==> src/hw/rtl/pfrm_pkg.sv <==
package pfrm_pkg;

  localparam int FLOW_SLOTS  = 4;
  localparam int VOCAB_DEPTH = 32;
  localparam int COUNT_BITS  = 16;
  localparam int VALUE_BITS  = 32;

  localparam int FLOW_W    = 2;
  localparam int IDX_W     = (VOCAB_DEPTH > 1) ? $clog2(VOCAB_DEPTH) : 1;
  localparam int SIZE_W    = $clog2(VOCAB_DEPTH + 1);
  localparam int ADDR_W    = FLOW_W + IDX_W;
  localparam int MEM_DEPTH = 2 ** ADDR_W;

  typedef logic [COUNT_BITS-1:0]  cnt_t;
  typedef logic [VALUE_BITS-1:0]  val_t;
  typedef logic [IDX_W-1:0]       idx_t;
  typedef logic [SIZE_W-1:0]      size_t;
  typedef logic [VOCAB_DEPTH-1:0] seen_t;
  typedef logic [ADDR_W-1:0]      addr_t;

  typedef enum logic [1:0] {
    OP_LOAD   = 2'd0,
    OP_ADD    = 2'd1,
    OP_GET    = 2'd2,
    OP_REMOVE = 2'd3
  } opcode_t;

  typedef enum logic [2:0] {
    ST_OK       = 3'd0,
    ST_NO_RES   = 3'd1,
    ST_NO_FLOW  = 3'd2,
    ST_NO_VALUE = 3'd3,
    ST_IN_USE   = 3'd4
  } status_t;

  typedef enum logic [1:0] {
    SLOT_FREE    = 2'd0,
    SLOT_LOADING = 2'd1,
    SLOT_ACTIVE  = 2'd2
  } slot_st_t;

  typedef struct packed {
    logic [1:0]  opcode;
    logic [1:0]  flow;
    logic [31:0] sample;
    logic        last;
  } in_word_t;

  typedef struct packed {
    logic [2:0]  status;
    logic [31:0] median;
  } out_word_t;

  typedef struct packed {
    val_t value;
    cnt_t count;
    cnt_t left;
    cnt_t right;
  } entry_t;

  typedef struct packed {
    logic found;
    idx_t idx;
  } nb_t;

  typedef enum logic [4:0] {
    C_NOP,
    C_LATCH,
    C_LOAD_INIT,
    C_SCAN_INIT,
    C_SCAN_RD,
    C_SCAN_STEP,
    C_SHIFT_INIT,
    C_SH_RD,
    C_SH_WR,
    C_LOAD_WR,
    C_ADD_W,
    C_RD_P,
    C_P,
    C_J,
    C_GET_RD,
    C_GET,
    C_REMOVE
  } dp_op_t;

  typedef struct packed {
    dp_op_t  op;
    logic    set_st;
    status_t st;
    logic    emit;
  } cmd_t;

  typedef struct packed {
    opcode_t  opcode;
    slot_st_t slot;
    logic     flow_bad;
    logic     scan_end;
    logic     ge;
    logic     eq;
    logic     full;
    logic     ovf;
    logic     mv;
    logic     at_pos;
    logic     out_busy;
  } sts_t;

  typedef enum logic [3:0] {
    S_IDLE,
    S_DISP,
    S_SCAN_RD,
    S_SCAN_CMP,
    S_DEC,
    S_SH,
    S_SH_WR,
    S_ADD_RDP,
    S_ADD_P,
    S_ADD_J,
    S_GET,
    S_OUT
  } ctrl_state_t;

  function automatic nb_t nb_below(seen_t seen, idx_t p);
    nb_t r;
    r = '0;
    for (int i = 0; i < VOCAB_DEPTH; i++) begin
      if (seen[i] && (i < int'(p))) begin
        r.found = 1'b1;
        r.idx   = idx_t'(i);
      end
    end
    return r;
  endfunction

  function automatic nb_t nb_above(seen_t seen, idx_t p);
    nb_t r;
    r = '0;
    for (int i = VOCAB_DEPTH - 1; i >= 0; i--) begin
      if (seen[i] && (i > int'(p))) begin
        r.found = 1'b1;
        r.idx   = idx_t'(i);
      end
    end
    return r;
  endfunction

endpackage

==> src/hw/rtl/pfrm_ctrl.sv <==
module pfrm_ctrl (
  input  logic            clk,
  input  logic            rst_n,
  input  logic            in_valid,
  output logic            in_ready,
  input  pfrm_pkg::sts_t  sts,
  output pfrm_pkg::cmd_t  cmd
);

  pfrm_pkg::ctrl_state_t state_r, state_nxt;

  always_ff @(posedge clk) begin
    if (!rst_n) begin
      state_r <= pfrm_pkg::S_IDLE;
    end else begin
      state_r <= state_nxt;
    end
  end

  always_comb begin
    state_nxt  = state_r;
    cmd.op     = pfrm_pkg::C_NOP;
    cmd.set_st = 1'b0;
    cmd.st     = pfrm_pkg::ST_OK;
    cmd.emit   = 1'b0;
    in_ready   = 1'b0;
    case (state_r)
      pfrm_pkg::S_IDLE: begin
        in_ready = 1'b1;
        if (in_valid) begin
          cmd.op    = pfrm_pkg::C_LATCH;
          state_nxt = pfrm_pkg::S_DISP;
        end
      end
      pfrm_pkg::S_DISP: begin
        state_nxt  = pfrm_pkg::S_OUT;
        cmd.set_st = 1'b1;
        if (sts.flow_bad) begin
          cmd.st = pfrm_pkg::ST_NO_FLOW;
        end else begin
          case (sts.opcode)
            pfrm_pkg::OP_LOAD: begin
              if (sts.slot == pfrm_pkg::SLOT_ACTIVE) begin
                cmd.st = pfrm_pkg::ST_IN_USE;
              end else begin
                cmd.op    = pfrm_pkg::C_LOAD_INIT;
                state_nxt = pfrm_pkg::S_SCAN_RD;
              end
            end
            pfrm_pkg::OP_ADD: begin
              if (sts.slot != pfrm_pkg::SLOT_ACTIVE) begin
                cmd.st = pfrm_pkg::ST_NO_FLOW;
              end else begin
                cmd.op    = pfrm_pkg::C_SCAN_INIT;
                state_nxt = pfrm_pkg::S_SCAN_RD;
              end
            end
            pfrm_pkg::OP_GET: begin
              if (sts.slot != pfrm_pkg::SLOT_ACTIVE) begin
                cmd.st = pfrm_pkg::ST_NO_FLOW;
              end else begin
                cmd.op    = pfrm_pkg::C_GET_RD;
                state_nxt = pfrm_pkg::S_GET;
              end
            end
            default: begin
              if (sts.slot == pfrm_pkg::SLOT_FREE) begin
                cmd.st = pfrm_pkg::ST_NO_FLOW;
              end else begin
                cmd.op = pfrm_pkg::C_REMOVE;
              end
            end
          endcase
        end
      end
      pfrm_pkg::S_SCAN_RD: begin
        cmd.op    = pfrm_pkg::C_SCAN_RD;
        state_nxt = sts.scan_end ? pfrm_pkg::S_DEC : pfrm_pkg::S_SCAN_CMP;
      end
      pfrm_pkg::S_SCAN_CMP: begin
        cmd.op    = pfrm_pkg::C_SCAN_STEP;
        state_nxt = sts.ge ? pfrm_pkg::S_DEC : pfrm_pkg::S_SCAN_RD;
      end
      pfrm_pkg::S_DEC: begin
        state_nxt = pfrm_pkg::S_OUT;
        if (sts.opcode == pfrm_pkg::OP_LOAD) begin
          if (sts.eq || sts.full) begin
            cmd.set_st = 1'b1;
            cmd.st     = pfrm_pkg::ST_NO_RES;
          end else begin
            cmd.op    = pfrm_pkg::C_SHIFT_INIT;
            state_nxt = pfrm_pkg::S_SH;
          end
        end else begin
          if (!sts.eq) begin
            cmd.set_st = 1'b1;
            cmd.st     = pfrm_pkg::ST_NO_VALUE;
          end else if (sts.ovf) begin
            cmd.set_st = 1'b1;
            cmd.st     = pfrm_pkg::ST_NO_RES;
          end else begin
            cmd.op    = pfrm_pkg::C_ADD_W;
            state_nxt = pfrm_pkg::S_ADD_RDP;
          end
        end
      end
      pfrm_pkg::S_SH: begin
        if (sts.at_pos) begin
          cmd.op    = pfrm_pkg::C_LOAD_WR;
          state_nxt = pfrm_pkg::S_OUT;
        end else begin
          cmd.op    = pfrm_pkg::C_SH_RD;
          state_nxt = pfrm_pkg::S_SH_WR;
        end
      end
      pfrm_pkg::S_SH_WR: begin
        cmd.op    = pfrm_pkg::C_SH_WR;
        state_nxt = pfrm_pkg::S_SH;
      end
      pfrm_pkg::S_ADD_RDP: begin
        cmd.op    = pfrm_pkg::C_RD_P;
        state_nxt = pfrm_pkg::S_ADD_P;
      end
      pfrm_pkg::S_ADD_P: begin
        cmd.op    = pfrm_pkg::C_P;
        state_nxt = sts.mv ? pfrm_pkg::S_ADD_J : pfrm_pkg::S_OUT;
      end
      pfrm_pkg::S_ADD_J: begin
        cmd.op    = pfrm_pkg::C_J;
        state_nxt = pfrm_pkg::S_OUT;
      end
      pfrm_pkg::S_GET: begin
        cmd.op    = pfrm_pkg::C_GET;
        state_nxt = pfrm_pkg::S_OUT;
      end
      pfrm_pkg::S_OUT: begin
        if (!sts.out_busy) begin
          cmd.emit  = 1'b1;
          state_nxt = pfrm_pkg::S_IDLE;
        end
      end
      default: begin
        state_nxt = pfrm_pkg::S_IDLE;
      end
    endcase
  end

  a_emit_only_in_out: assert property (@(posedge clk) disable iff (!rst_n)
    cmd.emit |-> state_r == pfrm_pkg::S_OUT)
    else $error("result emitted outside output state");

  a_out_goes_idle: assert property (@(posedge clk) disable iff (!rst_n)
    cmd.emit |=> in_ready)
    else $error("not idle after result");

  a_latch_in_idle: assert property (@(posedge clk) disable iff (!rst_n)
    cmd.op == pfrm_pkg::C_LATCH |=> state_r == pfrm_pkg::S_DISP)
    else $error("latch without dispatch");

endmodule

==> config.mk <==
export PLATFORM = sky130hd
export DESIGN_NAME = pfrm_ctrl
export DESIGN_NICKNAME = d
export VERILOG_FILES = /design/src/hw/rtl/pfrm_pkg.sv /design/src/hw/rtl/pfrm_ctrl.sv
export SDC_FILE = /design/constraint.sdc
export NUM_CORES = 1
export LEC_CHECK = 0
export BUFFER_PORTS_ARGS = -buffer_cell sky130_fd_sc_hd__buf_2
export CORE_ASPECT_RATIO = 1.2
export CORE_MARGIN = 1
export CORE_UTILIZATION = 49
export CTS_BUF_LIST = sky130_fd_sc_hd__clkbuf_16
export CTS_CLUSTER_DIAMETER = 50
export DETAILED_ROUTE_END_ITERATION = 10
export HOLD_SLACK_MARGIN = 0.1
export PLACE_DENSITY_LB_ADDON = 0.1
export SLEW_MARGIN = 20
export SYNTH_ARGS = -nofsm -noshare
export SYNTH_HDL_FRONTEND = slang
export SYNTH_SLANG_ARGS = --single-unit
==> constraint.sdc <==
create_clock -name clk -period 2.4 [get_ports clk]
set_clock_uncertainty 0.1 [all_clocks]
set_input_delay 0.48 -clock clk [delete_from_list [all_inputs] [get_ports clk]]
set_output_delay 0.48 -clock clk [all_outputs]
set_load 0.01 [all_outputs]
### After elaboration in Yosys (flattened, before gate mapping)

Cells that the tools add are included.

* muxes and demuxes: 41
* equality and inequality tests: 17
* reductions and logical operators: 7

Operators with widths (count)
* 2-to-1 mux 4 bit: 17
* one-hot mux 5 bit (11 select lines): 1
* one-hot mux 4 bit (11 select lines): 1
* == test 4 x 3 -> 1 bit, second input constant: 4
* == test 4 bit, second input constant: 4
* 2-to-1 mux 3 bit: 5
* one-hot mux 5 bit (3 select lines): 1
* one-hot mux 4 bit (3 select lines): 1
* 2-to-1 mux 2 bit: 5
* 2-to-1 mux 5 bit: 2
* 2-to-1 mux 9 bit: 1
* == test 4 x 2 -> 1 bit, second input constant: 2
* one-hot mux 4 bit (2 select lines): 1
* inequality test 2 bit, second input constant: 3
* one-hot mux 3 bit (2 select lines): 1
* 2-to-1 mux 1 bit: 5
* == test 2 bit, second input constant: 2
* == test 4 x 1 -> 1 bit, second input constant: 1
* logical NOT 2 bit: 2
* logical NOT 4 bit: 1
* OR reduction 2 bit: 2
* == test 2 x 1 -> 1 bit, second input constant: 1
* AND reduction 2 bit: 1
* logical OR 1 bit: 1

* input port bits: 16
* flip-flop bits (word level): 4
* output and inout port bits: 11
* logic and storage cells: 66

### Logic depth before layout (Yosys ltp)

Gate-level depths: netlist of run 1.

* depth in word-level cells: 5
* gate-level depth with buffers: 6

### Least setup slack after synthesis of run 1

No wires, ideal clock.

* kind: input -> output
* start: input sts[11] in the netlist's numbering
* end: output cmd[6] in the netlist's numbering
* path slack: 0.158 ns
* data arrival time: 1.662 ns
* cell stages on the path: 6
* cell sequence: inv_1 ha_1 or3b_4 mux2i_1 and3_1 or3_1

RTL lines
* from (decl): RTL line pfrm_ctrl.sv:6 `input pfrm_pkg::sts_t sts,`
* to (decl): RTL line pfrm_ctrl.sv:7 `output pfrm_pkg::cmd_t cmd`

==> summary.txt, run 1 <==
Status
  – Status: finished clean

Logic synthesis
  – Synth top area cells: dfxtp_1 10%, ha_1 6.4%, o21ai_0 6.4%
  – Post-synth ARST share: 0
  – Number of distinct library cells after synthesis: 42
  – Synthesized area per cell: 6.98 sq um
  – Yosys reg bits: 4
  – Mapped Cells: 112
  – Synth warnings: 0
  – Post-synth EDFFs: 0
  – Post-synthesis sequential area ratio: 0.102
  – Yosys top cell by area: dfxtp_1
  – Post-Syn Area: 782 sq um
  – Post-synth top area share: 0.102
  – Syn Nets: 132
  – Most used flip-flop cell after synthesis: dfxtp_1

Floorplanning
  – Die height: 45.8 um
  – Die W: 38.5 um
  – Core ar.: 1460 sq um
  – DIE AREA: 1760 sq um
  – Num ports: 27
  – Initial Util: 0.534
  – Core Rows: 15

Finish
  – Fin nets: 173
  – Fin util: 0.767
  – Top reg by flops: state_r
  – Fill cells: 95
  – Multi-input logic area: 637 sq um
  – Number of inserted diodes: 0
  – Layout area overhead: 43.5%
  – Largest registers: state_r (4)
  – Max reg flops: 4
  – Layout cells sized above 1: 0.391
  – Final Instance Area: 1120 sq um
  – Leading cell type in the layout, fill and taps excluded: buf_2
  – Most frequent cells in the layout: 24 x buf_2, 18 x buf_4, 11 x nand2_1
  – Storage cell area: 82.6 sq um
  – Layout Cells excl Fill: 168

Clocking
  – CTS tree: built
  – Clock slew at reported path FFs: 0.03 ns
  – TritonCTS buffer count: 3
  – H-tree lvl count: 1
  – Worst-skew pair later-pin latency: 0.22 ns
  – CTS root buf: clkbuf_16
  – Hold Buf Count CTS: 0
  – Clk sinks: 4
  – Max Buffers Root-to-Sink: 2

Drt
  – DRC violation count after routing: 0
  – Initial DRC Count: 31
  – Drt first pass iters: 4
  – Vias: 1,017
  – Final WL: 2.32 mm
  – Final ANT Viol Nets: 0
  – Vias per inst: 6.05
  – Routed WL per cell: 13.8 um

GRT
  – Total GRT Usage: 0.268
  – Antenna violations before repair: 0
  – Largest net degree at the start of global routing: 17
  – Gr ovfl total: 0
  – Vias in the first global route: 778
  – First-pass GRT wire length: 3.33 mm

Job
  – Max cap viols: 0

Timing
  – Worst slew pin tran: 0.325 ns
  – Part of the cycle the worst path needs: 0.973
  – Max-slew headroom: 0.781
  – Hold Vio Cnt, Final: 0
  – Clock period minus worst slack: 2.34 ns
  – Maximum clock rate: 0.428 GHz
  – Final setup TNS: 0 ns
  – Max-slew violations: 0
  – Setup violators final: 0
  – RSZ-0062 raised after global routing: no

Worst setup path
  – Worst Path Arrival: 1.76 ns
  – Critical Path Fanout Max: 4
  – Worst Path Class, Setup: input port to output port
  – Crit end category: output port
  – Critical Path Start Type: input port
  – Req. time, crit path: 1.82 ns

Place
  – Area after DPL: 995 sq um
  – Placed cells: 164
  – HPWL after DPL: 1.70 mm
  – Port Buffer Count: 26
  – RD Place Congestion: 0.927

Power
  – Overall Power: 0.00106 W
  – Cell Pwr Density: 948 nW/um^2
  – Max VDD drop: 0.913 mV
  – Pleak: 0.529 nW

Worst hold path
  – Worst hold path type: input port to flip-flop
==> layout make-up <==
type / count / area share
well taps: 17 / 0.0190
clock buffers: 3 / 0.0669
multi-input cells: 93 / 0.567
repair buffers: 44 / 0.247
inverters: 7 / 0.0256
flip-flops and latches: 4 / 0.0736
==> where the power goes <==
group          total [W]  internal (W)  switching, W
Combinational   0.000649      0.000300      0.000348
Sequential      0.000158     0.0000950     0.0000632
Clock           0.000257      0.000213     0.0000443
==> critical path: stages <==
cell      delay (ns)
buf_6           0.09
inv_2           0.06
ha_4            0.14
or3b_4          0.38
mux2i_2         0.18
and3_1          0.19
nand3b_1        0.10
buf_2           0.13
==> through the flow <==
step / hold slack, ns / worst slack, ns
finish: 0.439 / 0.0636
CTS: 0.444 / 0.00897
global placement: 0.590 / 0.00539
detailed placement: 0.607 / -0.0358
global route: 0.457 / 0.00679
floorplan: 0.511 / 0.158
==> path summary, 6_finish.rpt <==
| path | startpoint | end | slack, ns | depth (start not counted) |
|---|---|---|---|---|
| setup / recovery | sts[12] | cmd[7] | 0.06 | 8 |
| hold / removal | rst_n | state_r[0] | 0.44 | 3 |
| setup reg to reg | state_r[2] | state_r[3] | 0.83 | 5 |
| hold reg to reg | state_r[1] | state_r[0] | 0.62 | 3 |
==> synthesized netlist by cell type (3+ instances only) <==
library cell  count
nor3_1            5
a21oi_1           9
nor2_1            6
a31oi_1           3
mux2i_1           3
nand2_1          11
buf_2             4
dfxtp_1           4
inv_1             7
nor2b_1           4
nor3b_1           4
o21ai_0          10
nand3_1           3
ha_1              4
==> per-layer routing <==
metal / vias up / global-route usage / part of all wire
met2: 51 / 0.454 / 0.50
met4: 0 / 0.0621 / 0.0043
met1: 466 / 0.348 / 0.42
met3: 2 / 0.0490 / 0.074
met5: - / 0 / 0
li1: 498 / - / -
==> what timing repair did <==
item | 4_1_cts | 5_1_grt
setup buffers | 0 | 2
gates resized for setup | 1 | 11
hold endpoints to repair | 0 | 0
endpoints found under the setup margin | 2 | 5
pin swaps | 1 | 5
==> kinds of logic after synthesis <==
logic type	Yosys count	synth area share
adder cells (fa/ha/maj)	4	0.0640
AO/OA/AOI/OAI	35	0.285
flip-flops	4	0.102
AND/OR/NAND/NOR	51	0.392
multiplexers	3	0.0384
buffers and inverters	15	0.118
Note: power is estimated with default switching activity, not from simulation.
==> run 2, diff against run 1 <==
- clock period: 2.4 -> 2.6 ns (I/O delays scaled with it)
==> summary.txt, run 2 (synthesis gave the netlist of run 1 again) <==
Place
  – Area after DPL: 920 sq um
  – HPWL after DPL: 1.61 mm
  – Port Buffer Count: 26
  – Placed cells: 154
  – RD Place Congestion: 0.883

Clocking
  – CTS tree: built
  – Setup Fix Bufs, Post-CTS: 0
  – CTS root buf: clkbuf_16
  – H-tree lvl count: 1
  – Clk sinks: 4
  – Worst-skew pair later-pin latency: 0.22 ns
  – TritonCTS buffer count: 3
  – Clock slew at reported path FFs: 0.03 ns
  – Max Buffers Root-to-Sink: 2

Floorplanning
  – Die height: 45.8 um
  – DIE AREA: 1760 sq um
  – Num ports: 27
  – Initial Util: 0.534
  – Core Rows: 15
  – Core ar.: 1460 sq um
  – Die W: 38.5 um

Power
  – Cell Pwr Density: 931 nW/um^2
  – Pleak: 0.465 nW
  – Overall Power: 0.000929 W
  – Max VDD drop: 0.534 mV

Worst setup path
  – Critical Path Start Type: input port
  – Worst Path Class, Setup: input port to output port
  – Worst r2r path cells: 5
  – Req. time, crit path: 1.98 ns
  – Critical Path Fanout Max: 4
  – Worst Path Arrival: 1.91 ns
  – Crit end category: output port

Timing
  – Max-slew violations: 0
  – Setup violators final: 0
  – Final setup TNS: 0 ns
  – Part of the cycle the worst path needs: 0.972
  – Max-slew headroom: 0.688
  – Maximum clock rate: 0.396 GHz
  – Worst slew pin tran: 0.468 ns
  – Hold Vio Cnt, Final: 0
  – Clock period minus worst slack: 2.53 ns

GRT
  – Total GRT Usage: 0.285
  – Antenna violations before repair: 0
  – Gr ovfl total: 0
  – Largest net degree at the start of global routing: 18
  – Vias in the first global route: 800
  – First-pass GRT wire length: 3.51 mm

Drt
  – DRC violation count after routing: 0
  – Initial DRC Count: 26
  – Drt first pass iters: 4
  – Final WL: 2.19 mm
  – Final ANT Viol Nets: 0
  – Routed WL per cell: 14.0 um
  – Vias: 929
  – Vias per inst: 5.92

Finish
  – Largest registers: state_r (4)
  – Layout Cells excl Fill: 157
  – Layout area overhead: 27.7%
  – Fin nets: 162
  – Most frequent cells in the layout: 26 x buf_2, 11 x nand2_1, 10 x o21ai_0
  – Fill cells: 137
  – Final Instance Area: 998 sq um
  – Layout cells sized above 1: 0.307
  – Leading cell type in the layout, fill and taps excluded: buf_2
  – Max reg flops: 4
  – Number of inserted diodes: 0
  – Top reg by flops: state_r

Job
  – Max cap viols: 0

Status
  – Status: finished clean

Worst hold path
  – Worst hold path type: input port to flip-flop
  – Hold path cells: 3
## run 2: cell count changes in the layout (fill, tap and decap cells not counted), sizes merged
cell  before  now
buf       44   33
## run 2: metal layers
layer / share of wire / track usage / vias up
met2: 0.49 / 0.464 / 40
met4: 0.0046 / 0.0621 / 0
met5: 0 / 0 / -
met1: 0.43 / 0.369 / 412
li1: - / - / 475
met3: 0.066 / 0.0833 / 2
## run 2: final timing paths
kind	startpoint	to	slack (ns)
worst max-delay path	sts[11]	cmd[7]	0.07
worst min-delay path	rst_n	state_r[0]	0.47
worst max register to register	state_r[2]	state_r[2]	0.76
worst min register to register	state_r[3]	state_r[0]	0.63
## run 2: layout make-up
class / count / area [sq um] / area share
clock buffer: 3 / 75.1 / 0.0752
inverter: 7 / 26.3 / 0.0263
multi-input combinational: 93 / 612 / 0.613
sequential: 4 / 81.3 / 0.0815
tap: 17 / 21.3 / 0.0213
timing repair buffer: 33 / 183 / 0.183
## run 2: critical path: stages
cell and delay [ns]:
buf_2 0.11, inv_1 0.09, ha_2 0.21, or3b_4 0.38
mux2i_1 0.16, and3_1 0.20, nand3b_1 0.10, buf_2 0.13
## run 2: per-stage QoR
stage	utilization	setup slack [ns]	hold WS, ns
after detailed placement	0.628	0.0408	0.623
after floorplan	-	0.278	0.511
final	0.682	0.0736	0.473
after global placement	0.628	0.0881	0.608
after CTS	0.679	0.0402	0.480
after global routing	0.682	-0.0105	0.500
## run 2: what timing repair did
action                     4_1_cts  5_1_grt
resized for setup                0        2
setup endpoints to repair        0        4
hold buffers                     0        0
## run 2: power breakdown
part	internal (W)	total [W]	switching, W
sequential	0.0000872	0.000147	0.0000595
combinational	0.000237	0.000545	0.000308
clock	0.000196	0.000238	0.0000416
==> run 3, diff against run 2 <==
==> constraint.sdc (replaced) <==
create_clock -name clk -period 2.6 [get_ports clk]
set_clock_uncertainty 0.1 [all_clocks]
set_input_delay 0.26 -clock clk [delete_from_list [all_inputs] [get_ports clk]]
set_output_delay 0.26 -clock clk [all_outputs]
set_load 0.01 [all_outputs]
==> summary.txt, run 3 (synthesis gave the netlist of run 1 again) <==
Drt
  – Max Used Layer: met4
  – DRC violation count after routing: 0
  – Initial DRC Count: 50
  – Drt first pass iters: 4
  – Vias: 960
  – WL met3: 111 um
  – Final WL: 2.09 mm
  – Met2 wire len: 987 um
  – DRT met1 WL: 976 um
  – Routed WL per cell: 13.6 um
  – Final ANT Viol Nets: 0
  – Vias per inst: 6.27

Timing
  – Hold Vio Cnt, Final: 0
  – RSZ-0062 raised after global routing: no
  – Setup violators final: 0
  – Maximum clock rate: 0.444 GHz
  – Worst slew pin tran: 0.642 ns
  – Final worst slack: 0.346 ns
  – Clock period minus worst slack: 2.25 ns
  – Final setup TNS: 0 ns
  – Max-slew violations: 0
  – Min Hold Slack: 0.220 ns
  – Max-slew headroom: 0.571
  – Part of the cycle the worst path needs: 0.867

Clocking
  – TritonCTS buffer count: 3
  – Hold Buf Count CTS: 0
  – Clock slew at reported path FFs: 0.03 ns
  – Setup Fix Bufs, Post-CTS: 0
  – Clk sinks: 4
  – CTS root buf: clkbuf_16
  – Max Buffers Root-to-Sink: 2
  – CTS resizes: 0
  – Worst-skew pair later-pin latency: 0.22 ns
  – H-tree lvl count: 1
  – CTS tree: built

Finish
  – Layout Cells excl Fill: 153
  – Max reg flops: 4
  – Leading cell type in the layout, fill and taps excluded: buf_2
  – Top reg by flops: state_r
  – Layout area overhead: 23.4%
  – Number of inserted diodes: 0
  – Largest registers: state_r (4)
  – Fill cells: 142
  – Most frequent cells in the layout: 26 x buf_2, 11 x nand2_1, 10 x o21ai_0
  – Fin nets: 158
  – Layout cells sized above 1: 0.272

Worst setup path
  – Worst R2R Start: state_r[0]
  – Worst setup endpoint: cmd[9]
  – Setup crit start: state_r[0]
  – Worst Path Arrival: 1.89 ns
  – Req. time, crit path: 2.24 ns
  – Crit end category: output port
  – Reg2Reg Setup Slack: 0.74 ns
  – Critical Path Fanout Max: 17
  – Reg-to-Reg End: state_r[3]
  – Worst r2r path cells: 5
  – Critical Path Start Type: flip-flop
  – Worst Path Class, Setup: flip-flop to output port

Job
  – Max cap viols: 0

GRT
  – Total GRT Usage: 0.259
  – Gr ovfl total: 0
  – Antenna violations before repair: 0
  – Largest net degree at the start of global routing: 22
  – First-pass GRT wire length: 3.22 mm
  – Vias in the first global route: 765

Power
  – Cell Pwr Density: 956 nW/um^2
  – Overall Power: 0.000922 W
  – Max VDD drop: 0.623 mV
  – Pleak: 0.446 nW

Worst hold path
  – Worst hold path type: input port to flip-flop

Floorplanning
  – Num ports: 27
  – Initial Util: 0.534
  – DIE AREA: 1760 sq um
  – Core Rows: 15
  – Die height: 45.8 um
  – Die W: 38.5 um
  – Core ar.: 1460 sq um

Place
  – RD Place Congestion: 0.911
  – Pre-CTS WS: 0.488 ns
  – Placed cells: 150
  – HPWL after DPL: 1.55 mm
  – Port Buffer Count: 26

Status
  – Status: finished clean
run 3: worst min path at each step:
stage | start | endpoint | slack, ns | cells after the start
finish | rst_n | state_r[3] | 0.22 | 2
global route | rst_n | state_r[3] | 0.22 | 2
CTS | rst_n | state_r[3] | 0.21 | 2
detailed placement | rst_n | state_r[3] | 0.45 | 2
global placement | rst_n | state_r[3] | 0.45 | 2
floorplan | rst_n | state_r[3] | 0.29 | 1
run 3: critical path, cell delays in order, from the launching register on:
cell and delay, ns:
dfxtp_1 0.66, buf_4 0.27, nor2b_1 0.22, nand2_1 0.16, nor3_1 0.19, buf_2 0.16
run 3: metal layers:
metal / vias up / global-route usage
met5: - / 0
met4: 0 / 0.0621
met3: 2 / 0.0588
met2: 46 / 0.414
met1: 445 / 0.350
li1: 467 / -
run 3: per-stage QoR:
step	cell area, sq um	utilization
6_report	965	0.659
5_1_grt	965	0.659
4_1_cts	965	0.659
3_5_place_dp	890	0.608
3_3_place_gp	890	0.608
2_1_floorplan	782	-
run 3: cell type report:
type                    count  area, sq um  share of cell area
flip-flops and latches      4         80.1              0.0830
clock buffers               3         75.1              0.0778
well taps                  17         21.3              0.0220
inverters                   7         26.3              0.0272
repair buffers             29          153               0.158
multi-input cells          93          609               0.632
run 3: power by group:
group / internal, W / switching (W)
logic: 0.000232 / 0.000291
registers: 0.0000854 / 0.0000723
clock network: 0.000197 / 0.0000444
